**src/sensor_mlp_wheel_drive_unit_macros.svh**
```systemverilog
// Assertion macros shared by the wheel drive unit and its submodules.
`ifndef SENSOR_MLP_WHEEL_DRIVE_UNIT_MACROS_SVH
`define SENSOR_MLP_WHEEL_DRIVE_UNIT_MACROS_SVH

// The consequent must hold in the same cycle as the antecedent.
`define SMWD_HOLD(label, ante, cons, msg) \
  label: assert property (@(posedge clk) disable iff (!rst_n) (ante) |-> (cons)) \
    else $error(msg);

// The consequent must hold in the cycle after the antecedent.
`define SMWD_NEXT(label, ante, cons, msg) \
  label: assert property (@(posedge clk) disable iff (!rst_n) (ante) |=> (cons)) \
    else $error(msg);

`endif

```
**src/smwd_pkg.sv**
```systemverilog
// Package with the sizes, types and helper functions of the wheel drive unit.
package smwd_pkg;

  // Network shape.
  localparam int NUM_IN      = 8;
  localparam int NUM_OUT     = 2;
  localparam int NUM_HIDDEN  = 4;
  localparam int WEIGHT_BITS = 16;
  localparam int OUT_BASE    = NUM_IN * NUM_HIDDEN;
  localparam int STORE_DEPTH = OUT_BASE + NUM_OUT * NUM_HIDDEN;

  // Each neuron keeps its own weight bank; the tanh lanes cover the widest layer.
  localparam int BANK_DEPTH = (NUM_HIDDEN > NUM_IN) ? NUM_HIDDEN : NUM_IN;
  localparam int BANK_AW    = $clog2(BANK_DEPTH);
  localparam int CNT_W      = $clog2(BANK_DEPTH + 1);

  // Field and datapath widths.
  localparam int SENSOR_W = 12;
  localparam int IDX_W    = 6;
  localparam int WIN_W    = 16;
  localparam int SPEED_W  = 11;
  localparam int ACT_W    = 14;
  localparam int PRE_W    = 16;
  localparam int PROD_W   = ACT_W + WEIGHT_BITS;
  localparam int ACC_W    = PROD_W + CNT_W;

  // Input scaling: floor((4096*(v-50)+95)/190) - 10240 inside the window.
  localparam int SCALE_LO   = 50;
  localparam int SCALE_HI   = 1000;
  localparam int SCALE_FULL = 10240;
  localparam int SCALE_OFS  = 95;
  localparam int DIV_C      = 190;
  localparam int RECIP_M    = 5651272;
  localparam int RECIP_SH   = 30;

  // Activation constants.
  localparam int ONE_Q12  = 4096;
  localparam int TANH_SAT = 12288;
  localparam logic [29:0] PADE_K = 30'd452984832;
  localparam int RND_HALF = 512;
  localparam int RND_SH   = 10;
  localparam int SPEED_SCALE = 1000;

  typedef logic signed [ACT_W-1:0]       act_t;
  typedef logic signed [PRE_W-1:0]       pre_t;
  typedef logic signed [WEIGHT_BITS-1:0] weight_t;
  typedef logic [BANK_AW-1:0]            bank_addr_t;
  typedef logic [CNT_W-1:0]              cnt_t;
  typedef logic [SENSOR_W-1:0]           sensor_t;
  typedef logic [IDX_W-1:0]              idx_t;
  typedef logic signed [WIN_W-1:0]       win_t;
  typedef logic signed [SPEED_W-1:0]     speed_t;

  localparam act_t   ACT_ONE   = act_t'(ONE_Q12);
  localparam speed_t SPEED_MAX = speed_t'(SPEED_SCALE);

  // Write port of one neuron's weight bank.
  typedef struct packed {
    logic       en;
    bank_addr_t addr;
    weight_t    data;
  } wr_t;

  // Clamp an incoming weight to the signed range of the store.
  function automatic weight_t sat_weight(input win_t w);
    logic signed [24:0] wx;
    logic signed [24:0] hi;
    logic signed [24:0] lo;
    wx = 25'(w);
    hi = (25'sd1 <<< (WEIGHT_BITS - 1)) - 25'sd1;
    lo = -hi - 25'sd1;
    if (wx > hi) begin
      return WEIGHT_BITS'(hi);
    end else if (wx < lo) begin
      return WEIGHT_BITS'(lo);
    end
    return WEIGHT_BITS'(wx);
  endfunction

endpackage

```
**src/smwd_tanh.sv**
```systemverilog
// Iterative Pade tanh unit: square, numerator, then a 13-step restoring divide.
`include "sensor_mlp_wheel_drive_unit_macros.svh"

module smwd_tanh (
  input  logic          clk,
  input  logic          rst_n,
  input  logic          start_i,
  input  smwd_pkg::pre_t x_i,
  output smwd_pkg::act_t res_o,
  output logic          valid_o
);
  import smwd_pkg::*;

  localparam int QBITS = 13;
  localparam int NUM_W = 44;
  localparam int D_W   = 31;
  localparam int STEP_W = $clog2(QBITS);

  typedef enum logic [1:0] {T_IDLE, T_SQ, T_NUM, T_DIV} tstate_t;

  tstate_t            state_r;
  logic               neg_r;
  logic [13:0]        a_r;
  logic [27:0]        s_r;
  logic [NUM_W-1:0]   num_r;
  logic [NUM_W-1:0]   dsh_r;
  logic [QBITS-1:0]   q_r;
  logic [STEP_W-1:0]  step_r;
  act_t               res_r;
  logic               valid_r;

  logic signed [16:0] xe;
  logic [16:0]        a_full;
  logic [29:0]        kps;
  logic [D_W-1:0]     d_val;
  logic [NUM_W-1:0]   num_val;
  logic               ge;
  logic [QBITS-1:0]   q_fin;

  // Magnitude of the operand and the Pade numerator and denominator.
  always_comb begin
    xe      = 17'(x_i);
    a_full  = xe[16] ? 17'(-xe) : 17'(xe);
    kps     = PADE_K + 30'(s_r);
    d_val   = D_W'(PADE_K) + D_W'({s_r, 3'b000}) + D_W'(s_r);
    num_val = NUM_W'(a_r) * NUM_W'(kps) + NUM_W'(d_val >> 1);
    ge      = (num_r >= dsh_r);
    q_fin   = {q_r[QBITS-2:0], ge};
  end

  // Sequencer with the registered result.
  always_ff @(posedge clk) begin
    if (!rst_n) begin
      state_r <= T_IDLE;
      valid_r <= 1'b0;
    end else begin
      unique case (state_r)
        T_IDLE: begin
          if (start_i) begin
            neg_r <= xe[16];
            a_r   <= a_full[13:0];
            if (a_full >= 17'(TANH_SAT)) begin
              res_r   <= xe[16] ? -ACT_ONE : ACT_ONE;
              valid_r <= 1'b1;
            end else begin
              valid_r <= 1'b0;
              state_r <= T_SQ;
            end
          end
        end
        T_SQ: begin
          s_r     <= 28'(a_r) * 28'(a_r);
          state_r <= T_NUM;
        end
        T_NUM: begin
          num_r   <= num_val;
          dsh_r   <= NUM_W'(d_val) << (QBITS - 1);
          q_r     <= '0;
          step_r  <= '0;
          state_r <= T_DIV;
        end
        T_DIV: begin
          if (ge) begin
            num_r <= num_r - dsh_r;
          end
          dsh_r  <= dsh_r >> 1;
          q_r    <= q_fin;
          step_r <= step_r + 1'b1;
          if (step_r == STEP_W'(QBITS - 1)) begin
            res_r   <= neg_r ? -act_t'(q_fin) : act_t'(q_fin);
            valid_r <= 1'b1;
            state_r <= T_IDLE;
          end
        end
        default: state_r <= T_IDLE;
      endcase
    end
  end

  assign res_o   = res_r;
  assign valid_o = valid_r;

  `SMWD_NEXT(a_start_clears, start_i && (state_r == T_IDLE) && (a_full < 17'(TANH_SAT)), !valid_o, "tanh result still flagged after a new start")
  `SMWD_HOLD(a_res_range, valid_o, (res_o <= ACT_ONE) && (res_o >= -ACT_ONE), "tanh result beyond one")
  `SMWD_HOLD(a_busy_invalid, state_r != T_IDLE, !valid_o, "tanh result flagged while dividing")

endmodule

```
**config.mk**
```make
export PLATFORM = sky130hd
export DESIGN_NAME = smwd_tanh
export DESIGN_NICKNAME = d
export VERILOG_FILES = /design/src/smwd_pkg.sv /design/src/smwd_tanh.sv
export VERILOG_INCLUDE_DIRS = /design/src /design/src/src
export SDC_FILE = /design/constraint.sdc
export NUM_CORES = 2
export LEC_CHECK = 0
export ABC_AREA = 1
export BUFFER_PORTS_ARGS = -buffer_cell sky130_fd_sc_hd__buf_4
export CAP_MARGIN = 20
export CORE_MARGIN = 4
export CORE_UTILIZATION = 47
export DETAILED_ROUTE_END_ITERATION = 8
export PLACE_DENSITY = 0.71
export SLEW_MARGIN = 0
export SYNTH_ARGS = -nofsm -noshare
export SYNTH_HDL_FRONTEND = slang
export SYNTH_SLANG_ARGS = --single-unit
```
**constraint.sdc**
```tcl
create_clock -name clk -period 10.8 [get_ports clk]
set_clock_uncertainty 0.1 [all_clocks]
set_input_delay 1.62 -clock clk [delete_from_list [all_inputs] [get_ports clk]]
set_output_delay 1.62 -clock clk [all_outputs]
set_load 0.02 [all_outputs]
```
* Word level (Yosys, flattened, before mapping) *
Cells that the tools add are included.

operators by class
  magnitude comparators = 2
  add/subtract/negate cells = 8
  shift operators = 0
  bitwise gates (word level) = 0
  reductions and logical operators = 10
  $mul = 2
  div/mod/pow operators = 0
  mux-type cells = 20
  eq/ne operators = 9

operators with widths
  operator                  number
  $pmux W44 S2              2
  $mux W14                  5
  $add A44 B30 Y44          1
  $ge A44 B44 Y1            1
  $mul A14 B30 Y44          1
  $mux W44                  1
  $sub A44 B44 Y44          1
  $add A29 B31 Y31 const A  1
  $add A31 B28 Y31          1
  $add A29 B28 Y30 const A  1
  $mul A14 B14 Y28          1
  $pmux W14 S2              1
  $pmux W12 S2              1
  $ge A17 B14 Y1 const B    1
  $mux W17                  1
  $neg A16 Y17              1
  $neg A13 Y14              1
  $reduce_and A3 Y1         4
  $ne A2 B2 Y1 const B      5
  $pmux W2 S4               1
  $pmux W4 S2               1
  $mux W2                   3
  $reduce_and A5 Y1         1
  $add A4 B1 Y4 const B     1
  8 further kinds           13

word-level totals
  word-level logic and storage cells = 61
  memory bits (writable) = 0
  bits in latches = 0
  flip-flop bits (word level) = 164
  memories kept = 0
  bits in read-only memories = 0

* Depth between registers and ports, before layout *
  depth in word-level cells = 6
  mapped depth = 36
  gate-level depth less buffers = 36

* Worst setup path after synthesis *
No wires, ideal clock.

  kind = flip-flop to flip-flop
  start point = register s_r[24]
  end point = register num_r[36] (data pin)
  cell stages (with the launch flop) = 34
  arrival = 6716 ps
  path buffers = 1
  slack = 3731 ps
  period minus slack after synthesis = 7069 ps
  path through = edfxtp_1 inv_1 clkbuf_1 ha_1 inv_1 ha_1 a21oi_1 o21ai_0 a21oi_1 o21ai_0 a21o_1 nor2_1 nor2_1 fa_1 inv_1 fa_1 inv_1 fa_1 fa_1 inv_1 fa_1 inv_1 fa_1 inv_1 ha_1 nand2_1 nor2_1 inv_1 nor4_1 o21ai_0 nand3_1 nand2_1 nand3_1 nand2_1

on the way
  cells in the longest elaborated chain, start to end = 4

ends and longest elaborated chain
  what                                                  line                              RTL
  start, declared                                       smwd_tanh.sv:24                   logic [27:0] s_r;
  start signal, assigned                                smwd_tanh.sv:72                   s_r <= 28'(a_r) * 28'(a_r);
  $add A29 B28 Y30 or $add A29 B31 Y31 (tied branches)  smwd_tanh.sv:44, smwd_tanh.sv:45
  $mul A14 B30 Y44 or $add A31 B28 Y31 (tied branches)  smwd_tanh.sv:46, smwd_tanh.sv:45
  $add A44 B30 Y44 (*)                                  smwd_tanh.sv:46                   num_val = NUM_W'(a_r) * NUM_W'(kps) + NUM_W'(d_val >> 1);
  $pmux W44 S2 (*)                                      smwd_tanh.sv:57                   unique case (state_r)
  end signal, assigned                                  smwd_tanh.sv:76                   num_r <= num_val;
  end signal, assigned                                  smwd_tanh.sv:84                   num_r <= num_r - dsh_r;
  end, declared                                         smwd_tanh.sv:25                   logic [NUM_W-1:0] num_r;

Every way passes the cells marked *; elsewhere a longest branch is shown, timed or not.
A chain may end at the register's enable or synchronous reset.

* Worst setup path after layout *
  start point = register s_r[20]
  end point = register num_r[36] (data pin)

Same word-level chain as after synthesis.

==> key figures <==
Setup path
  – Cell repeated most along the worst path: inv_1
  – Peak per-stage delay on the critical path: around 0.80 ns
  – Setup Crit Path Kind: reg2reg
  – Critical path endpoint category: flip-flop
  – Largest fanout on the critical path: 16
  – Arrival time reported for the critical path endpoint: 8.69 ns
  – Critical path startpoint category: flip-flop
  – Crit-path slowest cell: edfxtp_1
  – WP data required: between 10 and 15 ns

Detailed routing
  – Total DRC errors in the routed layout: 0
  – Number of nets still failing antenna checks after routing: 0
  – Iteration count of the initial detailed-routing pass: 5
  – Total via count in the routed design: between 20,000 and 30,000
  – Number of DRC markers after the initial detailed-route iteration: ~2,400
  – Total routed wirelength: 88,900 um
  – Avg Vias per Cell: between 5 and 6
  – Routed wirelength normalized by instance count: approximately 18 um

STA
  – Final setup fails: 0
  – Unrepaired setup endpoints after global routing: false
  – Setup tns final: 0 ns
  – Highest attainable clock frequency: around 120 MHz
  – Max_slew headroom: around 37%
  – Final max-slew violation count: 0
  – Fin crit share: roughly 79%
  – Final Hold Fails: 0
  – Minimum clock period: 8.53 ns
  – Worst-margin pin slew: between 0.9 and 1 ns

Global route
  – Via count of the first global-routing pass: ~27,000
  – Overall fraction of global-route tracks in use: 24.8%
  – Total overflow reported by the global router: 0
  – Initial antenna violation count: 1
  – Global-route wire length before repair: ~140,000 um
  – Largest net degree at the start of global routing: slightly above 70

Synthesis
  – Top FF cell, synth: edfxtp_1
  – Sequential-to-total area share from yosys stat: approximately 15%
  – Number of distinct library cell variants in the gate-level netlist after synthesis: 52
  – Cell with the most instances after synthesis: inv_1
  – Syn Area/Cell: approximately 7.7 sq um
  – Cell count after synthesis: around 4,200
  – Biggest area consumer among synthesized cells: fa_1
  – Cell types with the highest counts after synthesis: inv_1, nand2_1, fa_1
  – Post-synthesis instance area: about 0.032 sq mm
  – Number of synthesized flops with an enable pin: between 150 and 200
  – Synth top area cells: fa_1, edfxtp_1, inv_1
  – Post-synthesis sequential element count: 162
  – Total of warnings raised by yosys: 0
  – Fraction of synthesis flops using an asynchronous set or reset pin: 0%
  – Fraction of post-synthesis cell area in the top cell type by area: 29.3%

Cells and area
  – Number of antenna repair diodes: 0
  – Nets@finish: 4,966
  – Fillcell total: roughly 6,600
  – Cell Count, Final, Fillers Out: 5,057
  – Area overhead of the layout relative to synthesis: 5.30%
  – Footprint of the multi-input gates: 0.0230 sq mm
  – Fraction of layout instances using a drive strength above 1: 3.87%
  – Sequential Area: just under 0.005 sq mm

Clock network
  – Number of buffers on the longest clock path: 2
  – CTS Buf Count: 17
  – Number of clock sinks seen by CTS: between 150 and 200
  – Quantity of gates resized following cts: 0
  – Clock tree root driver cell: clkbuf_16
  – Total number of H-tree levels: 4
  – Clk slew on worst S/H paths: approximately 0.08 ns
  – Total setup buffers inserted after CTS: 0
  – Clock insertion delay at the later pin of the skew report: about 0.5 ns
  – Clock tree from TritonCTS: done
  – Hold buffer count at cts: 0

Hold path
  – Worst min-delay path class: reg2reg

Outcome
  – Outcome: completed

Place
  – Number of instances in the placed design: ~5,000
  – I/O Buffers: 33
  – Routability-driven placement congestion ratio: 0.982
  – DP HPWL: 72,800 um

Job
  – Number of maximum-capacitance violations: 0

Floorplan
  – Area of the die: a little over 0.07 sq mm
  – Die Width: about 270 um
  – DIE HEIGHT: 270 um
  – Effective utilization at floorplan: ~48%
  – Ports placed on the boundary: 34
  – Area of the core region: a little under 0.07 sq mm
  – Std-Cell Rows: 95
flip-flops by register name (all words and copies together), names as in the netlist:
name     flops
valid_o      1
dsh_r       43
num_r       44
neg_r        1
state_r      2
q_r         12
res_o       14
step_r       4
a_r         14
s_r         27
metal layers:
layer / routed length, um / GRT usage [%] / vias up
met5: 14 / 0 / -
met4: 2650 / 7.27 / 2
met3: 6040 / 3.91 / 156
met2: 40900 / 40.1 / 1026
met1: 39300 / 34.7 / 12800
li1: - / - / 12700
logic make-up after synthesis:
logic type,Yosys count,synth area share [%]
simple gates,1516,19.1
buf+inv,1158,13.5
other cells,2,0.0233
compound gates,515,9.06
fa+ha+maj,776,41.1
flops,162,15.0
xor+xnor,80,2.18
area by class of cell:
class / count / area share, %
inverter: 1040 / 11.5
timing repair buffer: 58 / 1.28
tap: 873 / 3.22
clock inverter: 14 / 0.506
sequential: 162 / 14.3
clock buffer: 18 / 1.27
multi-input combinational: 2892 / 67.9
placed cells by master, fill, tap and decap left out, drive strengths merged, types with 5 or more instances in the layout:
| cell | n |
|---|---|
| nand3b | 8 |
| nand4 | 21 |
| o21bai | 35 |
| nor4 | 8 |
| xnor2 | 31 |
| a21o | 21 |
| clkinv | 6 |
| nor2 | 274 |
| a31oi | 15 |
| conb | 5 |
| xor2 | 49 |
| buf | 58 |
| ha | 305 |
| nand2 | 1042 |
| a21boi | 13 |
| fa | 471 |
| nor3 | 36 |
| o21ai | 195 |
| edfxtp | 159 |
| clkbuf | 18 |
| or2 | 6 |
| a21oi | 222 |
| inv | 1044 |
| nand3 | 115 |
final timing paths:
check,start,endpoint,slack (ns),depth (start not counted)
min,valid_o,valid_o,0.40,2
min reg2reg,valid_o,valid_o,0.40,2
max,s_r[20],num_r[36],2.27,31
max reg2reg,s_r[20],num_r[36],2.27,31
through the flow:
stage,hold WS (ns),area [sq um],setup WS [ns],utilization (%)
floorplan,0.321,32200,3.73,-
global placement,0.378,33300,2.23,49.3
detailed placement,0.388,33300,2.35,49.3
CTS,0.400,33900,2.34,50.2
global route,0.440,33900,1.77,50.2
finish,0.396,33900,2.27,50.2
critical path: cells and delay by family (launching register included):
kind,cells,cell delay [ns]
AOI/OAI and AO/OA,1,0.18
adders and majority gates,9,4.16
buffers and inverters,7,0.42
DFF,1,0.80
and+or+nand+nor,14,2.62
Power is not shown: default switching activity piles up to over one toggle a cycle in this logic, so the estimate is an artifact.
