<file path="src/sensor_mlp_wheel_drive_unit_macros.svh">
// Assertion macros shared by the wheel drive unit and its submodules.
`ifndef SENSOR_MLP_WHEEL_DRIVE_UNIT_MACROS_SVH
`define SENSOR_MLP_WHEEL_DRIVE_UNIT_MACROS_SVH

// The consequent must hold in the same cycle as the antecedent.
`define SMWD_HOLD(label, ante, cons, msg) \
  label: assert property (@(posedge clk) disable iff (!rst_n) (ante) |-> (cons)) \
    else $error(msg);

// The consequent must hold in the cycle after the antecedent.
`define SMWD_NEXT(label, ante, cons, msg) \
  label: assert property (@(posedge clk) disable iff (!rst_n) (ante) |=> (cons)) \
    else $error(msg);

`endif

</file>
<file path="src/smwd_pkg.sv">
// Package with the sizes, types and helper functions of the wheel drive unit.
package smwd_pkg;

  // Network shape.
  localparam int NUM_IN      = 8;
  localparam int NUM_OUT     = 2;
  localparam int NUM_HIDDEN  = 4;
  localparam int WEIGHT_BITS = 16;
  localparam int OUT_BASE    = NUM_IN * NUM_HIDDEN;
  localparam int STORE_DEPTH = OUT_BASE + NUM_OUT * NUM_HIDDEN;

  // Each neuron keeps its own weight bank; the tanh lanes cover the widest layer.
  localparam int BANK_DEPTH = (NUM_HIDDEN > NUM_IN) ? NUM_HIDDEN : NUM_IN;
  localparam int BANK_AW    = $clog2(BANK_DEPTH);
  localparam int CNT_W      = $clog2(BANK_DEPTH + 1);

  // Field and datapath widths.
  localparam int SENSOR_W = 12;
  localparam int IDX_W    = 6;
  localparam int WIN_W    = 16;
  localparam int SPEED_W  = 11;
  localparam int ACT_W    = 14;
  localparam int PRE_W    = 16;
  localparam int PROD_W   = ACT_W + WEIGHT_BITS;
  localparam int ACC_W    = PROD_W + CNT_W;

  // Input scaling: floor((4096*(v-50)+95)/190) - 10240 inside the window.
  localparam int SCALE_LO   = 50;
  localparam int SCALE_HI   = 1000;
  localparam int SCALE_FULL = 10240;
  localparam int SCALE_OFS  = 95;
  localparam int DIV_C      = 190;
  localparam int RECIP_M    = 5651272;
  localparam int RECIP_SH   = 30;

  // Activation constants.
  localparam int ONE_Q12  = 4096;
  localparam int TANH_SAT = 12288;
  localparam logic [29:0] PADE_K = 30'd452984832;
  localparam int RND_HALF = 512;
  localparam int RND_SH   = 10;
  localparam int SPEED_SCALE = 1000;

  typedef logic signed [ACT_W-1:0]       act_t;
  typedef logic signed [PRE_W-1:0]       pre_t;
  typedef logic signed [WEIGHT_BITS-1:0] weight_t;
  typedef logic [BANK_AW-1:0]            bank_addr_t;
  typedef logic [CNT_W-1:0]              cnt_t;
  typedef logic [SENSOR_W-1:0]           sensor_t;
  typedef logic [IDX_W-1:0]              idx_t;
  typedef logic signed [WIN_W-1:0]       win_t;
  typedef logic signed [SPEED_W-1:0]     speed_t;

  localparam act_t   ACT_ONE   = act_t'(ONE_Q12);
  localparam speed_t SPEED_MAX = speed_t'(SPEED_SCALE);

  // Write port of one neuron's weight bank.
  typedef struct packed {
    logic       en;
    bank_addr_t addr;
    weight_t    data;
  } wr_t;

  // Clamp an incoming weight to the signed range of the store.
  function automatic weight_t sat_weight(input win_t w);
    logic signed [24:0] wx;
    logic signed [24:0] hi;
    logic signed [24:0] lo;
    wx = 25'(w);
    hi = (25'sd1 <<< (WEIGHT_BITS - 1)) - 25'sd1;
    lo = -hi - 25'sd1;
    if (wx > hi) begin
      return WEIGHT_BITS'(hi);
    end else if (wx < lo) begin
      return WEIGHT_BITS'(lo);
    end
    return WEIGHT_BITS'(wx);
  endfunction

endpackage

</file>
<file path="src/smwd_neuron.sv">
// One neuron lane: private weight bank, serial multiply-accumulate, round and saturate.
module smwd_neuron (
  input  logic           clk,
  input  logic           rst_n,
  input  smwd_pkg::wr_t  wr_i,
  input  logic           start_i,
  input  smwd_pkg::cnt_t terms_i,
  input  smwd_pkg::act_t act_i [smwd_pkg::BANK_DEPTH],
  output smwd_pkg::pre_t sum_o,
  output logic           valid_o
);
  import smwd_pkg::*;

  weight_t                  bank_r [BANK_DEPTH];
  logic                     busy_r;
  logic                     valid_r;
  cnt_t                     cnt_r;
  logic signed [ACC_W-1:0]  acc_r;

  logic signed [PROD_W-1:0] prod;
  logic signed [ACC_W-1:0]  rnd;
  logic signed [ACC_W-1:0]  shifted;

  // Weight bank, cleared at reset.
  always_ff @(posedge clk) begin
    if (!rst_n) begin
      for (int i = 0; i < BANK_DEPTH; i++) begin
        bank_r[i] <= '0;
      end
    end else if (wr_i.en) begin
      bank_r[wr_i.addr] <= wr_i.data;
    end
  end

  // One product per cycle, and the rounded, saturated sum.
  always_comb begin
    prod    = PROD_W'(act_i[cnt_r[BANK_AW-1:0]]) * PROD_W'(bank_r[cnt_r[BANK_AW-1:0]]);
    rnd     = acc_r + ACC_W'(RND_HALF);
    shifted = rnd >>> RND_SH;
    if (shifted > ACC_W'(32767)) begin
      sum_o = 16'sh7FFF;
    end else if (shifted < -ACC_W'(32768)) begin
      sum_o = -16'sh8000;
    end else begin
      sum_o = PRE_W'(shifted);
    end
  end

  // Accumulator control.
  always_ff @(posedge clk) begin
    if (!rst_n) begin
      busy_r  <= 1'b0;
      valid_r <= 1'b0;
    end else if (start_i) begin
      busy_r  <= 1'b1;
      valid_r <= 1'b0;
      cnt_r   <= '0;
      acc_r   <= '0;
    end else if (busy_r) begin
      acc_r <= acc_r + ACC_W'(prod);
      cnt_r <= cnt_r + 1'b1;
      if (cnt_r == terms_i - 1'b1) begin
        busy_r  <= 1'b0;
        valid_r <= 1'b1;
      end
    end
  end

  assign valid_o = valid_r;

endmodule

</file>
<file path="config.mk">
export PLATFORM = sky130hd
export DESIGN_NAME = smwd_neuron
export DESIGN_NICKNAME = d
export VERILOG_FILES = /design/src/sensor_mlp_wheel_drive_unit_macros.svh /design/src/smwd_pkg.sv /design/src/smwd_neuron.sv
export SDC_FILE = /design/constraint.sdc
export NUM_CORES = 1
export LEC_CHECK = 0
export BUFFER_PORTS_ARGS = -buffer_cell sky130_fd_sc_hd__buf_2
export CORE_MARGIN = 5
export CORE_UTILIZATION = 45
export CTS_BUF_LIST = sky130_fd_sc_hd__clkbuf_8 sky130_fd_sc_hd__clkbuf_16
export DETAILED_ROUTE_END_ITERATION = 10
export GPL_ROUTABILITY_DRIVEN = 0
export PLACE_DENSITY = 0.61
export SLEW_MARGIN = 20
export SYNTH_ARGS = -nofsm -noshare
export SYNTH_HDL_FRONTEND = slang
export SYNTH_SLANG_ARGS = --single-unit
</file>
<file path="constraint.sdc">
create_clock -name clk -period 10.2 [get_ports clk]
set_input_delay 0 -clock clk [delete_from_list [all_inputs] [get_ports clk]]
set_output_delay 0 -clock clk [all_outputs]
set_load 0.03 [all_outputs]
</file>
* Word-level counts from Yosys, hierarchy flattened *
Memory sizes are Yosys's and may differ from the RTL's. A register that Yosys moved wholly into a read port is not among the register bits.
Cells that the tools add are included.

operators by class
  equality and inequality tests = 1
  add/subtract/negate cells = 4
  reductions and logical operators = 5
  $mul = 1
  multiplexer cells = 19
  bitwise operators = 2
  magnitude comparators = 3

operators by type and width
  kind                                                              count
  two-way mux 16 bit                                                3
  binary-select mux 14 bit (select 3 bit)                           1
  adder 34 x 11 -> 34 bit (second input constant)                   1
  adder 34 x 30 -> 34 bit                                           1
  two-way mux 34 bit                                                1
  multiplier 14 x 16 -> 30 bit                                      1
  two-way mux 14 bit                                                2
  greater-than comparator 24 x 16 -> 1 bit (second input constant)  1
  < comparator 24 x 16 -> 1 bit (second input constant)             1
  OR reduction 16 bit                                               1
  two-way mux 3 bit                                                 3
  two-way mux 1 bit                                                 8
  adder 4 x 1 -> 4 bit (second input constant)                      1
  equality test 4 bit                                               1
  greater-or-equal comparator 4 bit (second input constant)         1
  two-way mux 4 bit                                                 1
  inverter 3 -> 4 bit                                               1
  AND reduction 2 bit                                               2
  subtractor 4 x 1 -> 4 bit (second input constant)                 1
  nonzero test 2 bit                                                1
  OR reduction 2 bit                                                1
  inverter 1 bit                                                    1

word-level totals
  bits of input ports = 139
  RAM bits = 128
  memories = 1
  bits in registers = 40

memory list
  name    depth  width  read ports  clocked after memory_dff  write ports  RTL line           RTL
  bank_r  8      16     1           1                         8            smwd_neuron.sv:14  weight_t bank_r [BANK_DEPTH];

* Longest topological paths before layout *
Gate-level depths: netlist of the first run.

  depth in word-level cells = 7
  gate-level depth with buffers = 27
  mapped depth without buffers = 24

* Worst setup path before layout of the first run *
No wires, ideal clock.

  path kind = register -> register
  start point = register cnt_r[0]
  end point = register acc_r[26] (data pin)
  path buffers = 2
  slack = 2168 ps
  data arrival time = 7770 ps
  stages on the path, launching flop included = 24
  period minus slack after synthesis = 8032 ps
  data required time = 9938 ps
  cell sequence = edfxtp_1 > clkbuf_1 > buf_2 > mux4_2 > mux2i_1 > nor2_1 > inv_1 > fa_1 > inv_1 > fa_1 > fa_1 > fa_1 > fa_1 > inv_1 > fa_1 > inv_1 > ha_1 > a2111oi_0 > o21ai_0 > o21a_1 > a31oi_1 > o211ai_2 > a31oi_1 > mux2_1

between the ends
  word-level cells in the longest chain between the ends = 7

RTL lines
  item                                                    RTL line           RTL
  start: declaration                                      smwd_neuron.sv:17  cnt_t cnt_r;
  start signal: assignment                                smwd_neuron.sv:61  cnt_r <= cnt_r + 1'b1;
  inverter 3 -> 4 bit (not written as such)               smwd_neuron.sv:37  prod = PROD_W'(act_i[cnt_r[BANK_AW-1:0]]) * PROD_W'(bank_r[cnt_r[BANK_AW-1:0]]);
  binary-select mux 14 bit (select 3 bit)                 smwd_neuron.sv:37
  two-way mux 14 bit (not written as such) (2 in series)  smwd_neuron.sv:37
  multiplier 14 x 16 -> 30 bit                            smwd_neuron.sv:37
  adder 34 x 30 -> 34 bit                                 smwd_neuron.sv:60  acc_r <= acc_r + ACC_W'(prod);
  two-way mux 34 bit                                      smwd_neuron.sv:59  end else if (busy_r) begin
  end signal: assignment                                  smwd_neuron.sv:60
  end: declaration                                        smwd_neuron.sv:18  logic signed [ACC_W-1:0] acc_r;

Every way passes these cells. The select of a mux whose other input is x is not followed.
A chain may end at the register's enable or synchronous reset.

==> results.md, run 1 <==
* Required @ worst endpoint at 10.40 ns
* Worst-Margin Slew at 1.08 ns
* WP data arrival at 8.38 ns
* Share of flip-flops with an asynchronous set or reset at 0%
* CP Launch Type: flip-flop
* Die width at 219 um
* RSZ-0062 raised after global routing: false
* Wirelength per Cell at 18.3 um
* Root buffer cell: clkbuf_16
* Final setup vio count at 0
* Largest net degree at the start of global routing at 47
* Setup CP Type: flip-flop to flip-flop
* EDFF count, synth at 166
* Crit Path Max Fanout at 20
* Wirelength, routed at 47.6 mm
* Reg area at 5090 um2
* YS warnings at 0
* Post-synthesis register bit count at 171
* Filler Cell Count at 3864
* R2r endpoint: acc_r[26]
* DP Area at 21100 um2
* Max Cap Viol at 0
* Fmax at 122 MHz
* CTS tree: built
* Hold Vio Cnt, Final at 0
* Clock transition at path regs at 0.07 ns
* Synthesized area at 19600 um2
* Post-CTS setup buffer count at 0
* Vias in the first global route at 14600
* Area grow syn2layout at 11.6%
* Slew HR at 27.6%
* DRC errors left at 0
* Sum of negative setup slack at 0 ns
* Finished Cell Area at 21900 um2
* Status: completed
* Crit-path slowest cell: mux2i_1
* Crit path to: acc_r[26]
* Reg-to-reg slack, setup at 2.03 ns
* Initial core utilization at 45.5%
* Final Util at 50.8%
* Syn_nets at 2361
* Commonest non-fill, non-tap cell in the layout: inv_1
* Ports at 156
* CTS H-tree depth at 4
* Final antenna-violating net count at 0
* Sink Count at 171
* Fraction of the cycle the final worst path needs at 80.1%
* Max clock buf depth at 2
* Pre-antenna DRT Iters at 5
* N_diodes at 0
* Slew Limit Fails at 0
* Antenna violations before repair at 0
* Min-delay worst type: input pin to flip-flop
* Worst path cell trace: buf_4, mux4_2, mux2i_1, nor2_1, inv_1, fa_1, inv_1, fa_1, fa_1, fa_1, fa_1, inv_1, fa_1, inv_1, ha_1, a2111oi_0, o21ai_0, o21a_1, a31oi_1, o211ai_2, a31oi_1, mux2_1
* DIE HEIGHT at 219 um
* Prevailing post-synth register cell: edfxtp_1
* Most frequent CP cell: fa_1
* Grt ovf at 0
* Post_cts resized at 0
* Iteration-0 DRC Markers at 885
* Nets at 2525
* Share of layout cells above drive strength 1 at 16.3%
* Most frequent cells in the layout: inv_1, fa_1, nor2_1
* CP Capture Type: flip-flop
* Pre-CTS WS at 1.97 ns
* IO Port Bufs at 155
* Sequential share of the synthesized area at 25.9%
* All-Layer GR Usage at 21.1%
* Vias/cell at 5.15
* Skew-Pair Late Insertion Delay at 0.46 ns
* CTS Buf Count at 17
* Synth unique cells at 66
* First-pass GRT wire length at 78.4 mm
* CP peak stage delay at 0.74 ns
* Final setup margin at 2.03 ns
* Reg2reg path depth at 22
* Syn_area_per_cell at 10.6 um2
* Routed vias at 13400
* Post-Synthesis Cells at 1841
* Crit path time final at 8.17 ns
* Multi-input gate area at 12800 um2
* Core Footprint at 43100 um2
* Dpl hpwl at 39.0 mm
* Die footprint at 47800 um2
* Row cnt at 76
* Clock Skew at 0.0141 ns
[flip-flops by register name, summed over array words and instances, names as in the netlist, named ones only]
name	count
busy_r	1
bank_r	128
valid_o	1
acc_r	34
cnt_r	4
[critical path: cells and delay by family (launching register included)]
kind | cells | cell delay [ns]
fa+ha+maj | 7 | 3.48
buf+inv | 5 | 0.79
simple gates | 1 | 0.20
flops | 1 | 0.33
compound gates | 6 | 1.45
mux | 3 | 1.64
[Yosys cell counts, drive strengths merged, types with 5 or more instances]
cell type / n / area share, %
inv: 398 / 7.6
fa: 283 / 29
nor2: 178 / 3.4
edfxtp: 166 / 25
and2: 135 / 4.3
nand2: 125 / 2.4
ha: 98 / 6.3
mux4: 60 / 6.9
nand3: 35 / 0.92
xnor2: 35 / 1.6
clkbuf: 30 / 0.57
a21oi: 29 / 0.78
buf: 27 / 0.73
mux2: 26 / 1.5
mux2i: 24 / 1.2
o21ai: 23 / 0.61
xor2: 16 / 0.71
nand2b: 14 / 0.45
nor3: 13 / 0.45
and3: 10 / 0.33
nand4: 10 / 0.32
nor2b: 10 / 0.32
a21o: 9 / 0.34
o21bai: 7 / 0.27
or2: 7 / 0.22
a211oi: 6 / 0.23
a31oi: 6 / 0.19
a2111oi: 5 / 0.29
dfxtp: 5 / 0.51
o2111ai: 5 / 0.22
o211ai: 5 / 0.24
[worst min path at each step]
stage | start | endpoint | slack (ns) | cells after the start
after CTS | terms_i[0] | busy_r | 0.01 | 5
after detailed placement | rst_n | valid_o | 0.38 | 3
after floorplan | wr_i[0] | bank_r[0][0] | 0.20 | 1
final | terms_i[0] | busy_r | 0.03 | 5
after global routing | terms_i[0] | busy_r | 0.05 | 5
after global placement | rst_n | valid_o | 0.37 | 3
[what timing repair did]
action / 4_1_cts / 5_1_grt
endpoints found under the setup margin: 0 / 0
hold buffers: 17 / 0
hold endpoints to repair: 129 / 0
[final cells by class]
type / count / share of cell area, %
Clock buffer: 17 / 1.94
Clock inverter: 15 / 0.858
Inverter: 398 / 6.83
Multi-Input combinational cell: 1215 / 58.4
Sequential cell: 171 / 23.2
Tap cell: 585 / 3.34
Timing Repair Buffer: 202 / 5.35
[per-stage QoR]
stage | instances | hold WS (ns)
final | 2603 | 0.0301
after global routing | 2603 | 0.0476
after CTS | 2603 | 0.0112
after detailed placement | 2554 | 0.377
after global placement | 2554 | 0.370
after floorplan | 1841 | 0.198
[per-layer routing]
layer	share of wire, %	vias up	track usage (%)
li1	-	6206	-
met1	44	6782	28.2
met2	48	327	34.9
met3	5.9	78	4.59
met4	2.5	0	6.13
met5	0	-	0
[logic make-up (layout without fill, tap and decap cells)]
kind of cell    after synthesis  after routing  synth area share [%]
compound gates              115            115                  4.14
xor+xnor                     51             51                  2.28
fa+ha+maj                   381            381                  35.2
buf+inv                     455            632                  8.92
flops                       171            171                  25.9
mux                         110            110                  9.61
simple gates                558            558                  14.0
Power of run 1 is not shown: default switching activity piles up to over one toggle a cycle in this logic, so the estimate is an artifact.
==> run 2, diff against run 1 <==
- ABC_AREA: not set -> 1
- clock period: 10.2 -> 8.5 ns (I/O delays scaled with it)
==> results.md, run 2 <==
* Sequential share of the synthesized area at 25.2%
* Largest regs: bank_r: 128 flops, acc_r: 34 flops, cnt_r: 4 flops
* Vias/cell at 5.20
* Clock transition at path regs at 0.08 ns
* All-Layer GR Usage at 23.5%
* Syn_area_per_cell at 8.38 um2
* Syn_nets at 2932
* Fmax at 130 MHz
* Row cnt at 77
* Grt ovf at 0
* DIE HEIGHT at 222 um
* Wirelength, routed at 57.0 mm
* Worst-Margin Slew at 1.03 ns
* Filler Cell Count at 4325
* Slew Limit Fails at 0
* CP Launch Type: flip-flop
* Skew-Pair Late Insertion Delay at 0.46 ns
* Worst r2r src: cnt_r[1]
* Dpl hpwl at 45.8 mm
* Commonest non-fill, non-tap cell in the layout: nor2_1
* CTS Buf Count at 17
* Synth area leaders: fa_1, edfxtp_1, nor2_1
* Required @ worst endpoint at 8.71 ns
* IO Port Bufs at 155
* Reg2reg path depth at 26
* N_diodes at 0
* Die width at 222 um
* Initial core utilization at 45.6%
* Top-count cell post-synth: nor2_1
* Antenna violations before repair at 0
* Max reg flops at 128
* Final setup vio count at 0
* Nets at 3063
* EDFF count, synth at 166
* Post-synth top cells: nor2_1, inv_1, nand2_1
* Wirelength per Cell at 18.1 um
* Worst hold start: wr_i[15]
* Share of flip-flops with an asynchronous set or reset at 0%
* Post-Synthesis Cells at 2412
* Sum of negative setup slack at 0 ns
* WP data arrival at 7.88 ns
* Pre-antenna DRT Iters at 8
* RSZ-0062 raised after global routing: false
* Largest net degree at the start of global routing at 65
* First-pass GRT wire length at 92.1 mm
* YS warnings at 0
* Synthesized area at 20200 um2
* CP peak stage delay at 0.84 ns
* Core Footprint at 44300 um2
* Most frequent cells in the layout: nor2_1, inv_1, nand2_1
* Number of instances on the worst hold path at 3
* Ports at 156
* Synth unique cells at 44
* Area leader, netlist: fa_1
* Fraction of the cycle the final worst path needs at 90.3%
* Most frequent CP cell: fa_1
* Crit-path slowest cell: edfxtp_1
* Reg-to-reg slack, setup at 0.83 ns
* Routed vias at 16400
* Max Cap Viol at 0
* Prevailing post-synth register cell: edfxtp_1
* Status: completed
* CTS tree: built
* Iteration-0 DRC Markers at 1228
* Die footprint at 49200 um2
* Post-synthesis register bit count at 171
* DRC errors left at 0
* Root buffer cell: clkbuf_16
* R2r endpoint: acc_r[29]
* Min-Delay Endpoint: bank_r[5][15]
* Sink Count at 171
* Top reg by flops: bank_r
* Slew HR at 31.1%
* CP Capture Type: flip-flop
* Max clock buf depth at 2
* Min-delay worst type: input pin to flip-flop
* CTS H-tree depth at 4
* Area grow syn2layout at 10.0%
* Crit Path Max Fanout at 27
* Setup CP Type: flip-flop to flip-flop
* Crit path time final at 7.67 ns
* Clock Skew at 0.0316 ns
* Hold Vio Cnt, Final at 0
* Share of layout cells above drive strength 1 at 11.2%
* Area share of the largest cell type after synthesis at 28.0%
* Vias in the first global route at 17000
* Final antenna-violating net count at 0
-- run 2: how the worst max path moves through the flow --
stage | start | end | slack [ns] | cells past startpoint
floorplan | flip-flop | acc_r[25] | 1.89 | 28
global route | flip-flop | acc_r[33] | 0.34 | 27
finish | cnt_r[1] | acc_r[29] | 0.83 | 26
CTS | cnt_r[1] | acc_r[28] | 0.90 | 24
global placement | flip-flop | acc_r[33] | 0.93 | 27
detailed placement | cnt_r[1] | acc_r[28] | 0.92 | 24
-- run 2: cell type report --
type	instances	area, um2	area share (%)
inverter	523	1960	8.83
sequential	171	5090	22.9
multi-input combinational	1642	12700	57.3
tap	592	741	3.33
clock inverter	15	184	0.827
clock buffer	17	425	1.91
timing repair buffer	188	1090	4.90
-- run 2: cells by family after synthesis --
kind of cell	synth area share (%)
buffers and inverters	11.8
adder cells (fa/ha/maj)	34.1
XOR/XNOR	1.17
AND/OR/NAND/NOR	19.2
multiplexers	0.0557
AO/OA/AOI/OAI	8.50
flip-flops	25.2
-- run 2: through the flow --
stage	std cells	utilization (%)	hold WS, ns	area (um2)	worst slack [ns]
after global routing	3148	50.2	0.0322	22200	0.335
after CTS	3148	50.2	0.00316	22200	0.904
after global placement	3105	48.5	0.346	21500	0.933
final	3148	50.2	0.00626	22200	0.826
after floorplan	2412	-	0.289	20200	1.89
after detailed placement	3105	48.5	0.364	21500	0.925
-- run 2: worst max-delay path, delay by kind of cell (launching register included) --
family | cells | cell delay (ns)
compound gates | 3 | 0.83
fa+ha+maj | 7 | 3.81
buf+inv | 6 | 0.60
flops | 1 | 0.84
simple gates | 10 | 1.32
-- run 2: metal layers --
metal,vias up,GRT usage [%],routed length (um)
met3,83,3.73,3670
met5,-,0,0
li1,7682,-,-
met2,600,40.6,28500
met4,0,5.91,1240
met1,8010,31.1,23600
-- run 2: repair_timing --
action / in CTS / in global routing
resized for setup: 0 / 0
endpoints found under the hold margin: 60 / 0
hold buffers: 11 / 0
buffers inserted: 0 / 0
Power of run 2 is left out for the same reason.
